### config.mk
export PLATFORM = sky130hd
export DESIGN_NAME = dm1_dtc_frame_decoder
export DESIGN_NICKNAME = d
export VERILOG_FILES = /design/src/rtl/core/dm1dtc_pkg.sv /design/src/rtl/core/dm1dtc_fifo.sv /design/src/rtl/core/dm1dtc_front.sv /design/src/rtl/core/dm1dtc_back.sv /design/src/rtl/core/dm1_dtc_frame_decoder.sv
export VERILOG_INCLUDE_DIRS = /design/src /design/src/rtl/core
export SDC_FILE = /design/constraint.sdc
export NUM_CORES = 1
export LEC_CHECK = 0
export BUFFER_PORTS_ARGS = -buffer_cell sky130_fd_sc_hd__buf_2
export CAP_MARGIN = 20
export CORE_MARGIN = 2
export CORE_UTILIZATION = 48
export CTS_CLUSTER_SIZE = 28
export DETAILED_ROUTE_END_ITERATION = 8
export PLACE_DENSITY = 0.66
export SYNTH_ARGS = -nofsm -noshare
export SYNTH_HDL_FRONTEND = slang
export SYNTH_SLANG_ARGS = --single-unit
### constraint.sdc
create_clock -name clk -period 6.03 [get_ports clk]
set_input_delay 0.603 -clock clk [delete_from_list [all_inputs] [get_ports clk]]
set_output_delay 0.603 -clock clk [all_outputs]
set_load 0.02 [all_outputs]
### src/rtl/core/dm1_dtc_frame_decoder_assert.svh
// Assertion macros shared by the DTC frame decoder modules.
`ifndef DM1_DTC_FRAME_DECODER_ASSERT_SVH
`define DM1_DTC_FRAME_DECODER_ASSERT_SVH

`ifndef NO_ASSERTIONS

// The consequent must hold in the same cycle as the antecedent.
`define DM1_ASSERT_HOLDS(label, ante, cons) \
  label: assert property (@(posedge clk) disable iff (!rst_n) (ante) |-> (cons)) \
    else $error("dtc frame decoder check failed");

// The consequent must hold in the cycle after the antecedent.
`define DM1_ASSERT_NEXT(label, ante, cons) \
  label: assert property (@(posedge clk) disable iff (!rst_n) (ante) |=> (cons)) \
    else $error("dtc frame decoder check failed");

`else

`define DM1_ASSERT_HOLDS(label, ante, cons)
`define DM1_ASSERT_NEXT(label, ante, cons)

`endif

`endif

### src/rtl/core/dm1dtc_pkg.sv
`timescale 1ns / 1ps
// Shared types, constants and the fault match table of the DTC frame decoder.
package dm1dtc_pkg;

  // Frame kinds carried on the command field.
  localparam logic [1:0] CMD_SINGLE   = 2'd0;
  localparam logic [1:0] CMD_ANNOUNCE = 2'd1;
  localparam logic [1:0] CMD_DATA     = 2'd2;

  // At most this many reports leave for one completed message.
  localparam int unsigned REPORT_LIMIT = 16;

  // Depth of the report queue between the front and back parts.
  localparam int unsigned QUEUE_DEPTH = 4;

  localparam int unsigned TABLE_SIZE = 16;

  typedef logic [18:0] spn_t;
  typedef logic [4:0]  fmi_t;
  typedef logic [4:0]  fault_t;

  // SPNs above this value are folded down before matching.
  localparam spn_t SPN_OFFSET = 19'd19000;

  localparam spn_t MATCH_SPN [TABLE_SIZE] = '{
    19'd1, 19'd1, 19'd2, 19'd3, 19'd3, 19'd4, 19'd5, 19'd3683,
    19'd3683, 19'd6, 19'd7, 19'd7, 19'd7, 19'd8, 19'd1624, 19'd190
  };

  localparam fmi_t MATCH_FMI [TABLE_SIZE] = '{
    5'd2, 5'd12, 5'd2, 5'd2, 5'd19, 5'd2, 5'd2, 5'd2,
    5'd13, 5'd2, 5'd6, 5'd5, 5'd20, 5'd11, 5'd9, 5'd9
  };

  // One report request handed from the front part to the back part.
  typedef struct packed {
    logic [3:0]  idx;
    logic [31:0] word;
    logic [7:0]  lamp;
    logic [7:0]  flash;
    logic        last;
  } job_t;

  // Queue status seen by the producer and the consumer.
  typedef struct packed {
    logic not_empty;
    logic room;
  } q_status_t;

  // Fault number of a code: first matching table row plus one, zero if none.
  function automatic fault_t lookup_fault(spn_t spn, fmi_t fmi);
    spn_t   key;
    fault_t code;
    int     k;
    key  = (spn > SPN_OFFSET) ? (spn - SPN_OFFSET) : spn;
    code = '0;
    for (k = TABLE_SIZE - 1; k >= 0; k--) begin
      if (MATCH_SPN[k] == key && MATCH_FMI[k] == fmi) begin
        code = fault_t'(k + 1);
      end
    end
    return code;
  endfunction

endpackage

### src/rtl/core/dm1dtc_fifo.sv
`timescale 1ns / 1ps
// Short report queue that decouples frame handling from report output.
`include "dm1_dtc_frame_decoder_assert.svh"
module dm1dtc_fifo (
  input  logic                   clk,
  input  logic                   rst_n,
  input  logic                   push_i,
  input  dm1dtc_pkg::job_t       job_i,
  input  logic                   pop_i,
  output dm1dtc_pkg::job_t       job_o,
  output dm1dtc_pkg::q_status_t  status_o
);

  localparam int unsigned PTR_W = $clog2(dm1dtc_pkg::QUEUE_DEPTH);
  localparam int unsigned CNT_W = $clog2(dm1dtc_pkg::QUEUE_DEPTH + 1);

  dm1dtc_pkg::job_t entry_r [dm1dtc_pkg::QUEUE_DEPTH];
  logic [PTR_W-1:0] wr_ptr_r;
  logic [PTR_W-1:0] rd_ptr_r;
  logic [CNT_W-1:0] cnt_r;

  // A producer may start a request only with two free slots, since its
  // memory read lands in the next cycle.
  assign status_o.not_empty = (cnt_r != '0);
  assign status_o.room      = (cnt_r <= CNT_W'(dm1dtc_pkg::QUEUE_DEPTH - 2));
  assign job_o              = entry_r[rd_ptr_r];

  // Pointer and fill count.
  always_ff @(posedge clk) begin
    if (!rst_n) begin
      wr_ptr_r <= '0;
      rd_ptr_r <= '0;
      cnt_r    <= '0;
    end else begin
      if (push_i) begin
        wr_ptr_r <= wr_ptr_r + PTR_W'(1);
      end
      if (pop_i) begin
        rd_ptr_r <= rd_ptr_r + PTR_W'(1);
      end
      if (push_i && !pop_i) begin
        cnt_r <= cnt_r + CNT_W'(1);
      end else if (pop_i && !push_i) begin
        cnt_r <= cnt_r - CNT_W'(1);
      end
    end
  end

  // Queue storage.
  always_ff @(posedge clk) begin
    if (push_i) begin
      entry_r[wr_ptr_r] <= job_i;
    end
  end

  `DM1_ASSERT_HOLDS(a_fifo_no_overflow, push_i && cnt_r == CNT_W'(dm1dtc_pkg::QUEUE_DEPTH), pop_i)
  `DM1_ASSERT_HOLDS(a_fifo_no_underflow, pop_i, cnt_r != '0)

endmodule

### src/rtl/core/dm1dtc_front.sv
`timescale 1ns / 1ps
// Front part: frame acceptance, byte-serial code assembly and report sweep.
`include "dm1_dtc_frame_decoder_assert.svh"
module dm1dtc_front #(
  parameter int unsigned MAX_CODES = 16
) (
  input  logic                  clk,
  input  logic                  rst_n,
  input  logic                  start,
  output logic                  busy,
  input  logic [1:0]            cmd_i,
  input  logic [7:0][7:0]       frame_i,
  input  logic                  room_i,
  output logic                  push_o,
  output dm1dtc_pkg::job_t      job_o
);

  localparam int unsigned CNT_W = $clog2(MAX_CODES + 1);
  localparam int unsigned AW    = (MAX_CODES > 1) ? $clog2(MAX_CODES) : 1;

  typedef enum logic [1:0] {ST_IDLE, ST_BYTES, ST_SWEEP} state_t;

  state_t           state_r,      state_nxt;
  logic [CNT_W-1:0] code_count_r, code_count_nxt;
  logic [1:0]       phase_r,      phase_nxt;
  logic [15:0]      seen_r,       seen_nxt;
  logic [15:0]      total_r,      total_nxt;
  logic [7:0]       lamp_r,       lamp_nxt;
  logic [7:0]       flash_r,      flash_nxt;
  logic [2:0]       pos_r,        pos_nxt;
  logic             seq1_r,       seq1_nxt;
  logic [4:0]       sweep_k_r,    sweep_k_nxt;
  logic [4:0]       n_r,          n_nxt;
  logic             rd_valid_r,   rd_valid_nxt;
  logic [3:0]       rd_idx_r,     rd_idx_nxt;
  logic             rd_last_r,    rd_last_nxt;

  logic [6:0][7:0]  frame_r;
  logic [23:0]      asm_r;
  logic [31:0]      rd_word_r;
  logic [31:0]      mem [MAX_CODES];

  logic             acc;
  logic             single_acc;
  logic [7:0]       cur_byte;
  logic             is_lamp;
  logic             is_flash;
  logic             take;
  logic             code_done;
  logic [CNT_W-1:0] count_after;
  logic [7:0]       count_wide;
  logic [15:0]      seen_inc;
  logic             hit;
  logic [4:0]       n_calc;
  logic             mem_we;
  logic [AW-1:0]    mem_waddr;
  logic [31:0]      mem_wdata;
  logic             rd_en;
  logic [AW-1:0]    rd_addr;

  // Handshake: held off while a frame is in work, a read is in flight or the queue lacks room.
  assign busy       = (state_r != ST_IDLE) || rd_valid_r || !room_i;
  assign acc        = start && !busy;
  assign single_acc = acc && (cmd_i == dm1dtc_pkg::CMD_SINGLE);

  // Byte classification for the data packet being walked through.
  assign cur_byte    = frame_r[pos_r];
  assign is_lamp     = seq1_r && (pos_r == 3'd0);
  assign is_flash    = seq1_r && (pos_r == 3'd1);
  assign take        = (state_r == ST_BYTES) && !is_lamp && !is_flash
                       && (code_count_r < CNT_W'(MAX_CODES));
  assign code_done   = take && (phase_r == 2'd3);
  assign count_after = code_count_r + (code_done ? CNT_W'(1) : CNT_W'(0));
  assign count_wide  = 8'(count_after);
  assign seen_inc    = seen_r + 16'd1;
  assign hit         = (seen_inc == total_r);
  assign n_calc      = (count_wide > 8'(dm1dtc_pkg::REPORT_LIMIT))
                       ? 5'(dm1dtc_pkg::REPORT_LIMIT) : count_wide[4:0];

  // Code store ports: a single frame writes entry zero whole, a data packet
  // writes an entry once the fourth byte of a code arrives.
  assign mem_we    = single_acc || code_done;
  assign mem_waddr = single_acc ? '0 : AW'(code_count_r);
  assign mem_wdata = single_acc ? {frame_i[5], frame_i[4], frame_i[3], frame_i[2]}
                                : {cur_byte, asm_r};
  assign rd_en     = (state_r == ST_SWEEP) && room_i;
  assign rd_addr   = AW'(sweep_k_r);

  // Report requests come from a single frame or from the store sweep.
  assign push_o = rd_valid_r || single_acc;
  always_comb begin
    if (single_acc) begin
      job_o.idx   = 4'd0;
      job_o.word  = {frame_i[5], frame_i[4], frame_i[3], frame_i[2]};
      job_o.lamp  = frame_i[0];
      job_o.flash = flash_r;
      job_o.last  = 1'b1;
    end else begin
      job_o.idx   = rd_idx_r;
      job_o.word  = rd_word_r;
      job_o.lamp  = lamp_r;
      job_o.flash = flash_r;
      job_o.last  = rd_last_r;
    end
  end

  // Next-state logic of the frame sequencer.
  always_comb begin
    state_nxt      = state_r;
    code_count_nxt = code_count_r;
    phase_nxt      = phase_r;
    seen_nxt       = seen_r;
    total_nxt      = total_r;
    lamp_nxt       = lamp_r;
    flash_nxt      = flash_r;
    pos_nxt        = pos_r;
    seq1_nxt       = seq1_r;
    sweep_k_nxt    = sweep_k_r;
    n_nxt          = n_r;
    rd_valid_nxt   = 1'b0;
    rd_idx_nxt     = rd_idx_r;
    rd_last_nxt    = rd_last_r;
    unique case (state_r)
      ST_IDLE: begin
        if (acc) begin
          unique case (cmd_i)
            dm1dtc_pkg::CMD_SINGLE: begin
              lamp_nxt       = frame_i[0];
              code_count_nxt = CNT_W'(1);
              phase_nxt      = 2'd0;
              total_nxt      = 16'd6;
            end
            dm1dtc_pkg::CMD_ANNOUNCE: begin
              total_nxt      = {frame_i[2], frame_i[1]};
              seen_nxt       = 16'd0;
              code_count_nxt = '0;
              phase_nxt      = 2'd0;
            end
            dm1dtc_pkg::CMD_DATA: begin
              seq1_nxt  = (frame_i[0] == 8'd1);
              pos_nxt   = 3'd0;
              state_nxt = ST_BYTES;
            end
            default: begin
            end
          endcase
        end
      end
      ST_BYTES: begin
        if (is_lamp) begin
          lamp_nxt = cur_byte;
        end
        if (is_flash) begin
          flash_nxt = cur_byte;
        end
        if (take) begin
          phase_nxt      = phase_r + 2'd1;
          code_count_nxt = count_after;
        end
        seen_nxt = seen_inc;
        if (hit) begin
          // Count reached: drop the rest of the frame and report.
          seen_nxt    = 16'd0;
          n_nxt       = n_calc;
          sweep_k_nxt = 5'd0;
          state_nxt   = (n_calc == 5'd0) ? ST_IDLE : ST_SWEEP;
        end else if (pos_r == 3'd6) begin
          state_nxt = ST_IDLE;
        end else begin
          pos_nxt = pos_r + 3'd1;
        end
      end
      ST_SWEEP: begin
        if (room_i) begin
          rd_valid_nxt = 1'b1;
          rd_idx_nxt   = sweep_k_r[3:0];
          rd_last_nxt  = ((sweep_k_r + 5'd1) == n_r);
          sweep_k_nxt  = sweep_k_r + 5'd1;
          if ((sweep_k_r + 5'd1) == n_r) begin
            state_nxt = ST_IDLE;
          end
        end
      end
      default: begin
        state_nxt = ST_IDLE;
      end
    endcase
  end

  // State and control registers.
  always_ff @(posedge clk) begin
    if (!rst_n) begin
      state_r      <= ST_IDLE;
      code_count_r <= '0;
      phase_r      <= 2'd0;
      seen_r       <= 16'd0;
      total_r      <= 16'd0;
      lamp_r       <= 8'd0;
      flash_r      <= 8'd0;
      pos_r        <= 3'd0;
      seq1_r       <= 1'b0;
      sweep_k_r    <= 5'd0;
      n_r          <= 5'd0;
      rd_valid_r   <= 1'b0;
      rd_idx_r     <= 4'd0;
      rd_last_r    <= 1'b0;
    end else begin
      state_r      <= state_nxt;
      code_count_r <= code_count_nxt;
      phase_r      <= phase_nxt;
      seen_r       <= seen_nxt;
      total_r      <= total_nxt;
      lamp_r       <= lamp_nxt;
      flash_r      <= flash_nxt;
      pos_r        <= pos_nxt;
      seq1_r       <= seq1_nxt;
      sweep_k_r    <= sweep_k_nxt;
      n_r          <= n_nxt;
      rd_valid_r   <= rd_valid_nxt;
      rd_idx_r     <= rd_idx_nxt;
      rd_last_r    <= rd_last_nxt;
    end
  end

  // Frame bytes and the partly assembled code.
  always_ff @(posedge clk) begin
    if (acc && cmd_i == dm1dtc_pkg::CMD_DATA) begin
      frame_r <= frame_i[7:1];
    end
    if (take && phase_r != 2'd3) begin
      asm_r[{phase_r, 3'b000} +: 8] <= cur_byte;
    end
  end

  // Code store with a registered read port.
  always_ff @(posedge clk) begin
    if (mem_we) begin
      mem[mem_waddr] <= mem_wdata;
    end
    if (rd_en) begin
      rd_word_r <= mem[rd_addr];
    end
  end

  `DM1_ASSERT_HOLDS(a_front_count_bound, 1'b1, code_count_r <= CNT_W'(MAX_CODES))
  `DM1_ASSERT_HOLDS(a_front_sweep_range, state_r == ST_SWEEP, sweep_k_r < n_r)
  `DM1_ASSERT_NEXT(a_front_read_lands, state_r == ST_SWEEP && room_i, rd_valid_r)

endmodule

### src/rtl/core/dm1dtc_back.sv
`timescale 1ns / 1ps
// Back part: field decode, fault table match and the registered report port.
`include "dm1_dtc_frame_decoder_assert.svh"
module dm1dtc_back (
  input  logic                  clk,
  input  logic                  rst_n,
  input  dm1dtc_pkg::q_status_t status_i,
  input  dm1dtc_pkg::job_t      job_i,
  output logic                  pop_o,
  output logic                  out_valid,
  output logic [3:0]            out_dtc_index,
  output logic [4:0]            out_error_code,
  output logic [18:0]           out_spn_value,
  output logic [4:0]            out_fmi_value,
  output logic [6:0]            out_occurrence_count,
  output logic                  out_conversion_method,
  output logic [7:0]            out_lamp_status,
  output logic [7:0]            out_flash_lamp_status,
  output logic                  out_last
);

  logic                 valid_r;
  logic [3:0]           idx_r;
  dm1dtc_pkg::fault_t   fault_r;
  dm1dtc_pkg::spn_t     spn_r;
  dm1dtc_pkg::fmi_t     fmi_r;
  logic [6:0]           occ_r;
  logic                 method_r;
  logic [7:0]           lamp_r;
  logic [7:0]           flash_r;
  logic                 last_r;

  dm1dtc_pkg::spn_t     spn;
  dm1dtc_pkg::fmi_t     fmi;

  // The receiver never stalls, so one request leaves each cycle while the queue holds any.
  assign pop_o = status_i.not_empty;

  // Split the raw code: SPN takes the top three bits of byte 2.
  assign spn = {job_i.word[23:21], job_i.word[15:0]};
  assign fmi = job_i.word[20:16];

  // Report strobe.
  always_ff @(posedge clk) begin
    if (!rst_n) begin
      valid_r <= 1'b0;
    end else begin
      valid_r <= status_i.not_empty;
    end
  end

  // Report payload.
  always_ff @(posedge clk) begin
    if (status_i.not_empty) begin
      idx_r    <= job_i.idx;
      fault_r  <= dm1dtc_pkg::lookup_fault(spn, fmi);
      spn_r    <= spn;
      fmi_r    <= fmi;
      occ_r    <= job_i.word[30:24];
      method_r <= job_i.word[31];
      lamp_r   <= job_i.lamp;
      flash_r  <= job_i.flash;
      last_r   <= job_i.last;
    end
  end

  assign out_valid             = valid_r;
  assign out_dtc_index         = idx_r;
  assign out_error_code        = fault_r;
  assign out_spn_value         = spn_r;
  assign out_fmi_value         = fmi_r;
  assign out_occurrence_count  = occ_r;
  assign out_conversion_method = method_r;
  assign out_lamp_status       = lamp_r;
  assign out_flash_lamp_status = flash_r;
  assign out_last              = last_r;

  `DM1_ASSERT_HOLDS(a_back_fault_range, out_valid, out_error_code <= 5'd16)

endmodule

### src/rtl/core/dm1_dtc_frame_decoder.sv
`timescale 1ns / 1ps
// Top level of the DM1 trouble code frame decoder.
// A single frame goes through the report queue and the output registers; a data
// packet walks its seven bytes one per cycle, and a completed message then sweeps
// the code store one entry per cycle while the queue has room. Reports leave at
// one per cycle while the queue holds any, behind the store read register and the
// report queue. Synchronous reset clears all counters and the front lamp state.
module dm1_dtc_frame_decoder #(
  parameter int unsigned MAX_CODES = 16
) (
  input  logic        clk,
  input  logic        rst_n,
  input  logic        start,
  output logic        busy,
  input  logic [1:0]  in_cmd,
  input  logic [7:0]  in_byte0,
  input  logic [7:0]  in_byte1,
  input  logic [7:0]  in_byte2,
  input  logic [7:0]  in_byte3,
  input  logic [7:0]  in_byte4,
  input  logic [7:0]  in_byte5,
  input  logic [7:0]  in_byte6,
  input  logic [7:0]  in_byte7,
  output logic        out_valid,
  output logic [3:0]  out_dtc_index,
  output logic [4:0]  out_error_code,
  output logic [18:0] out_spn_value,
  output logic [4:0]  out_fmi_value,
  output logic [6:0]  out_occurrence_count,
  output logic        out_conversion_method,
  output logic [7:0]  out_lamp_status,
  output logic [7:0]  out_flash_lamp_status,
  output logic        out_last
);

  logic [7:0][7:0]        frame;
  logic                   push;
  logic                   pop;
  dm1dtc_pkg::job_t       job_in;
  dm1dtc_pkg::job_t       job_out;
  dm1dtc_pkg::q_status_t  q_status;

  assign frame = {in_byte7, in_byte6, in_byte5, in_byte4,
                  in_byte3, in_byte2, in_byte1, in_byte0};

  // Frame handling and code store.
  dm1dtc_front #(
    .MAX_CODES (MAX_CODES)
  ) u_front (
    .clk     (clk),
    .rst_n   (rst_n),
    .start   (start),
    .busy    (busy),
    .cmd_i   (in_cmd),
    .frame_i (frame),
    .room_i  (q_status.room),
    .push_o  (push),
    .job_o   (job_in)
  );

  // Report request queue.
  dm1dtc_fifo u_fifo (
    .clk      (clk),
    .rst_n    (rst_n),
    .push_i   (push),
    .job_i    (job_in),
    .pop_i    (pop),
    .job_o    (job_out),
    .status_o (q_status)
  );

  // Report decode and output.
  dm1dtc_back u_back (
    .clk                   (clk),
    .rst_n                 (rst_n),
    .status_i              (q_status),
    .job_i                 (job_out),
    .pop_o                 (pop),
    .out_valid             (out_valid),
    .out_dtc_index         (out_dtc_index),
    .out_error_code        (out_error_code),
    .out_spn_value         (out_spn_value),
    .out_fmi_value         (out_fmi_value),
    .out_occurrence_count  (out_occurrence_count),
    .out_conversion_method (out_conversion_method),
    .out_lamp_status       (out_lamp_status),
    .out_flash_lamp_status (out_flash_lamp_status),
    .out_last              (out_last)
  );

endmodule

==> results.cfg, run 1 <==
[worst_setup_path]
slowest_delay_ps = 820
required_ps = 6490
crit_type = flip-flop to flip-flop
crit_fanout = 27
crit_chain = mux4_1 > ha_1 > a2111oi_2 > o22ai_1 > o22a_1 > nand3_2 > o211ai_2 > nor4_1 > o221ai_2 > o31ai_1
cp_top_family = compound AO/OA/AOI/OAI gates
crit_arrival_ps = 5090
critPathBufInv = 0
cpMaxStageDelayCell = mux4_1
worst_setup_path_start_kind = flip-flop
end_kind = flip-flop

[power_and_ir_drop]
cellLeakagePower_uw = 0.0144
seqPwrFrac_pct = 49.3
switchingPower_uw = 4160
ir_drop_mv = 0.238
pwr-share-clk_pct = 37.3
intPower_uw = 12300
combPwrFrac_pct = 13.5
swShare_pct = 25.3
p_per_area_nw_per_um2 = 370

[logic_synthesis]
netlist_instances = 2200
synth_edf_count = 894
ys_seq_elements = 981
synth_cell_type_count = 72
syn-num-nets = 2291
async_flop_share_pct = 0
ys.flop_type = edfxtp_1
synth.yosys.seq_area_share_pct = 73.3
syn-cell-area_sq_um = 39000
syn_avg_cell_area_sq_um = 17.7
yosys_warnings = 0

[grt]
antenna_found_initial = 1
grt_pass1_vias = 20700
grt_first_pass_wirelength_mm = 132
grt_max_degree = 74
grtUsageTotal_pct = 21.4
grt_overflow = 0

[detailed_routing]
drc_errors = 0
firstDrtPassIters = 5
drt_wl_total_mm = 89.3
ant_nets = 0
vias_per_cell = 5.89
vias = 20700
drtIter0Drc = 2152
wl_per_cell_microns = 25.4

[layout]
layout_commonest_cell = edfxtp_1
utilization_pct = 55.1
syn2layout_area_growth_pct = 13.8
drive_above_1_share_pct = 24.1
nets = 2458
most-common-layout-cells = 894 x edfxtp_1, 227 x nand2_1, 209 x mux4_2

[timing]
slew_headroom_pct = 27.1
final-setup-viol-count = 0
setup_slack_ps = 1400
hold_viol = 0
fmax_ghz = 0.216
fin_crit_ps = 4630
tightestPinTransition_ps = 1090
skew_ps = 26.0
grt_setup_unrepaired = no
fin_crit_sh_pct = 76.8
final_max_slew_viol_count = 0
tns_ps = 0

[placement]
dp_hpwl_mm = 55.7
dp_slack_ps = 1430
port_buffers = 128
globalplace.congestion = 0.902

[clock_network]
cts_htree_levels = 3
holdBufCountCts = 0
numCtsBuffers = 97
cts_tree = yes
clock_sinks = 981
post-cts-setup-buffer-count = 0
clk_pin_slew_ps = 60
clk_latency_ps = 650
cts_resized = 0
clockBufferDepth = 3
clockRootBuffer = clkbuf_16

[floorplan]
start_util_pct = 48.5
die_w_microns = 289
die_h_microns = 289
coreArea_sq_um = 80500
rows = 104
ios = 129
dieArea_sq_um = 83600

[flow_run]
maxCapViolCount = 0

[outcome]
status = finished clean

[worst_hold_path]
hold_path.class = primary input to flip-flop
[registers in the layout, summed over array words and instances, names as in the netlist, 7 cells and up, named ones only]
name,cells
u_back.out_flash_lamp_status,8
u_back.out_lamp_status,8
u_back.out_occurrence_count,7
u_back.out_spn_value,19
u_fifo.entry_r,212
u_front.asm_r,24
u_front.flash_r,8
u_front.frame_r,56
u_front.lamp_r,8
u_front.mem,512
u_front.rd_word_r,32
u_front.seen_r,16
u_front.total_r,16
[per-layer routing]
layer / up-vias / GRT usage, % / share of wire (%)
li1: 9032 / - / -
met1: 10800 / 30.3 / 43
met2: 735 / 34.5 / 48
met3: 141 / 3.49 / 6.7
met4: 2 / 6.60 / 2.5
met5: - / 0 / 0.011
[through the flow]
step	power, uW	instance area (sq um)	hold WS (ps)	cells
after CTS	16600	44400	92.6	3508
final	16400	44400	125	3513
after global routing	17000	44400	103	3509
after global placement	10400	41100	444	3325
after detailed placement	10500	41100	455	3327
after floorplan	9740	39000	432	2200
[synthesized netlist by cell type, types with 13 or more instances]
cell | instances | area [sq um]
edfxtp_1 | 894 | 26800
nand2_1 | 227 | 852
mux4_2 | 209 | 4710
nor2_1 | 137 | 514
dfxtp_1 | 87 | 1740
clkbuf_1 | 85 | 319
a21oi_1 | 71 | 355
o21ai_0 | 55 | 275
nand3_1 | 40 | 200
xnor2_1 | 31 | 272
inv_1 | 30 | 113
nor3_1 | 25 | 125
buf_1 | 22 | 82.6
ha_1 | 21 | 263
xor2_1 | 19 | 166
mux2i_1 | 17 | 170
a211oi_1 | 15 | 113
and2_1 | 14 | 87.6
nand3b_1 | 13 | 97.6
or3_1 | 13 | 81.3
[final timing paths]
kind | end | slack [ps] | cells past startpoint | start
worst max-delay path | u_back.out_error_code[1]$_SDFFCE_PP0N_ | 1400 | 10 | flip-flop
worst min-delay path | u_front.frame_r[48]$_DFFE_PP_ | 120 | 1 | in_byte7[0]
worst max register to register | u_back.out_error_code[1]$_SDFFCE_PP0N_ | 1400 | 10 | flip-flop
worst min register to register | u_front.rd_idx_r[3]$_SDFFE_PN0P_ | 460 | 2 | u_front.rd_idx_r[3]$_SDFFE_PN0P_
[area by class of cell]
| cell class | count | area [sq um] |
|---|---|---|
| Clock buffer | 124 | 2610 |
| Antenna cell | 4 | 10.0 |
| Fill cell | 6126 | 36100 |
| Clock inverter | 57 | 646 |
| Tap cell | 1060 | 1330 |
| Multi-Input combinational cell | 1072 | 9980 |
| Timing Repair Buffer | 182 | 1120 |
| Inverter | 33 | 124 |
| Sequential cell | 981 | 28600 |
[power by group through the flow]
| stage | registers (uW) | clock network (uW) | logic [uW] |
|---|---|---|---|
| after CTS | 8100 | 6230 | 2240 |
| after floorplan | 8450 | 0 | 1280 |
| after detailed placement | 8250 | 0 | 2230 |
| after global placement | 8240 | 0 | 2200 |
| final | 8090 | 6120 | 2220 |
| after global routing | 8130 | 6500 | 2400 |
[kinds of logic after synthesis]
logic type	count (synthesis)	synth area share (%)
flops	981	73.3
fa+ha+maj	22	0.725
mux	247	13.6
simple gates	557	6.64
xor+xnor	51	1.18
compound gates	195	3.12
buf+inv	147	1.51
Power figures use the tool's default switching activity.
==> run 2: changes to the inputs <==
clock period = 3.75 ns   (was 6.03 ns; I/O delays follow)
==> results.cfg, run 2 (synthesized netlist as in run 1, its figures left out) <==
[worst_hold_path]
hold_path.class = primary input to flip-flop
min_path_cells = 1
hp-start = in_byte5[1]
hold_path_end = u_front.frame_r[33]$_DFFE_PP_

[layout]
multi_input_area_sq_um = 10100
largest_reg_flops = 512
top_register = u_front.mem
layout_commonest_cell = edfxtp_1
nets = 2566
seq_area_sq_um = 28600
most-common-layout-cells = 894 x edfxtp_1, 227 x nand2_1, 209 x mux4_2
syn2layout_area_growth_pct = 17.1
final_area_sq_um = 45700
utilization_pct = 56.8
largest_registers = u_front.mem (512), u_fifo.entry_r (212), u_front.frame_r (56)
fillers = 6003
drive_above_1_share_pct = 25.7

[floorplan]
start_util_pct = 48.5
dieArea_sq_um = 83600
die_h_microns = 289
coreArea_sq_um = 80500
rows = 104
ios = 129
die_w_microns = 289

[flow_run]
maxCapViolCount = 0

[placement]
port_buffers = 128
dp_hpwl_mm = 55.6
dp_slack_ps = 3.32
globalplace.congestion = 0.886
place_area_sq_um = 41700

[worst_setup_path]
rr_endpoint = u_back.out_error_code[3]$_SDFFCE_PP0N_
worst_setup_path_start_kind = flip-flop
r2r_cells = 12
crit_type = flip-flop to flip-flop
crit_arrival_ps = 3990
ff2ff_setup_slack_ps = 130
end_kind = flip-flop
crit_fanout = 10
required_ps = 4120

[power_and_ir_drop]
cellLeakagePower_uw = 0.0150
totalPowerFinal_uw = 27000
p_per_area_nw_per_um2 = 590
ir_drop_mv = 0.442

[clock_network]
clk_pin_slew_ps = 70
numCtsBuffers = 97
clock_sinks = 981
clockBufferDepth = 3
clockRootBuffer = clkbuf_16
clk_latency_ps = 660
cts_tree = yes
cts_htree_levels = 3

[detailed_routing]
drtIter0Drc = 2015
drt_wl_total_mm = 90.7
firstDrtPassIters = 7
vias = 21100
ant_nets = 0
wl_per_cell_microns = 25.1
vias_per_cell = 5.83
drc_errors = 0

[timing]
final_max_slew_viol_count = 0
worst_hold_slack_ps = 29.9
fmax_ghz = 0.276
final-setup-viol-count = 0
tightestPinTransition_ps = 937
slew_headroom_pct = 37.5
fin_crit_sh_pct = 96.4
skew_ps = 26.4
setup_slack_ps = 133
fin_crit_ps = 3620
hold_viol = 0

[grt]
antenna_found_initial = 1
use_met2_pct = 36.0
grt_first_pass_wirelength_mm = 135
grtUsageTotal_pct = 22.0
grt-busiest-layer = met2
grt_max_degree = 60
use_met1_pct = 30.9
grt_pass1_vias = 21200
grtUsageMet3_pct = 3.24
grt_overflow = 0

[outcome]
status = finished clean
## run 2: layer usage
metal | wire length, microns | vias to the layer above
met1 | 37800 | 10900
met4 | 1940 | 0
met2 | 44600 | 806
li1 | - | 9256
met3 | 6300 | 116
met5 | 0 | -
## run 2: repair_timing
| item | 4_1_cts | 5_1_grt |
|---|---|---|
| resized for setup | 1 | 7 |
| buffers inserted | 0 | 5 |
| hold endpoints to repair | 58 | 0 |
| pin swaps | 0 | 1 |
| setup endpoints to repair | 1 | 4 |
| hold buffers | 55 | 0 |
## run 2: final cells by class
cell class / count / area share (%)
diodes: 1 / 0.00547
clock buffers: 119 / 5.76
clock inverters: 61 / 1.57
repair buffers: 290 / 4.88
inverters: 33 / 0.271
well taps: 1060 / 2.90
flip-flops and latches: 981 / 62.6
multi-input cells: 1072 / 22.0
## run 2: per-stage QoR
| stage | instances | TNS [ps] |
|---|---|---|
| after global routing | 3617 | -19.1 |
| after global placement | 3375 | 0 |
| final | 3617 | 0 |
| after CTS | 3611 | 0 |
| after floorplan | 2200 | -31810 |
| after detailed placement | 3376 | 0 |
## run 2: worst max-delay path by stage
| stage | depth (start not counted) | start | endpoint |
|---|---|---|---|
| after floorplan | 11 | u_front.pos_r[1]$_SDFFE_PN0P_ | u_front.mem[15][0]$_DFFE_PP_ |
| after global placement | 10 | flip-flop | u_back.out_error_code[3]$_SDFFCE_PP0N_ |
| after detailed placement | 11 | flip-flop | u_back.out_error_code[3]$_SDFFCE_PP0N_ |
| after CTS | 10 | flip-flop | u_back.out_error_code[3]$_SDFFCE_PP0N_ |
| after global routing | 12 | flip-flop | u_back.out_error_code[3]$_SDFFCE_PP0N_ |
| final | 12 | flip-flop | u_back.out_error_code[3]$_SDFFCE_PP0N_ |
## run 2: critical path, cell delays in order, from the launching register on
cell and delay (ps):
dfxtp_4 440, buf_4 160, mux4_1 570, or3_4 440
or4_4 500, o22a_2 270, buf_4 170, and3_1 170
o211ai_2 140, nor4_2 70, buf_4 150, o221ai_2 90
o211ai_1 150
## run 2: power breakdown
part | switching [uW] | leakage, uW | internal (uW)
Clock | 4050 | 0.00163 | 5980
Sequential | 218 | 0.00886 | 12700
Combinational | 2540 | 0.00453 | 1440
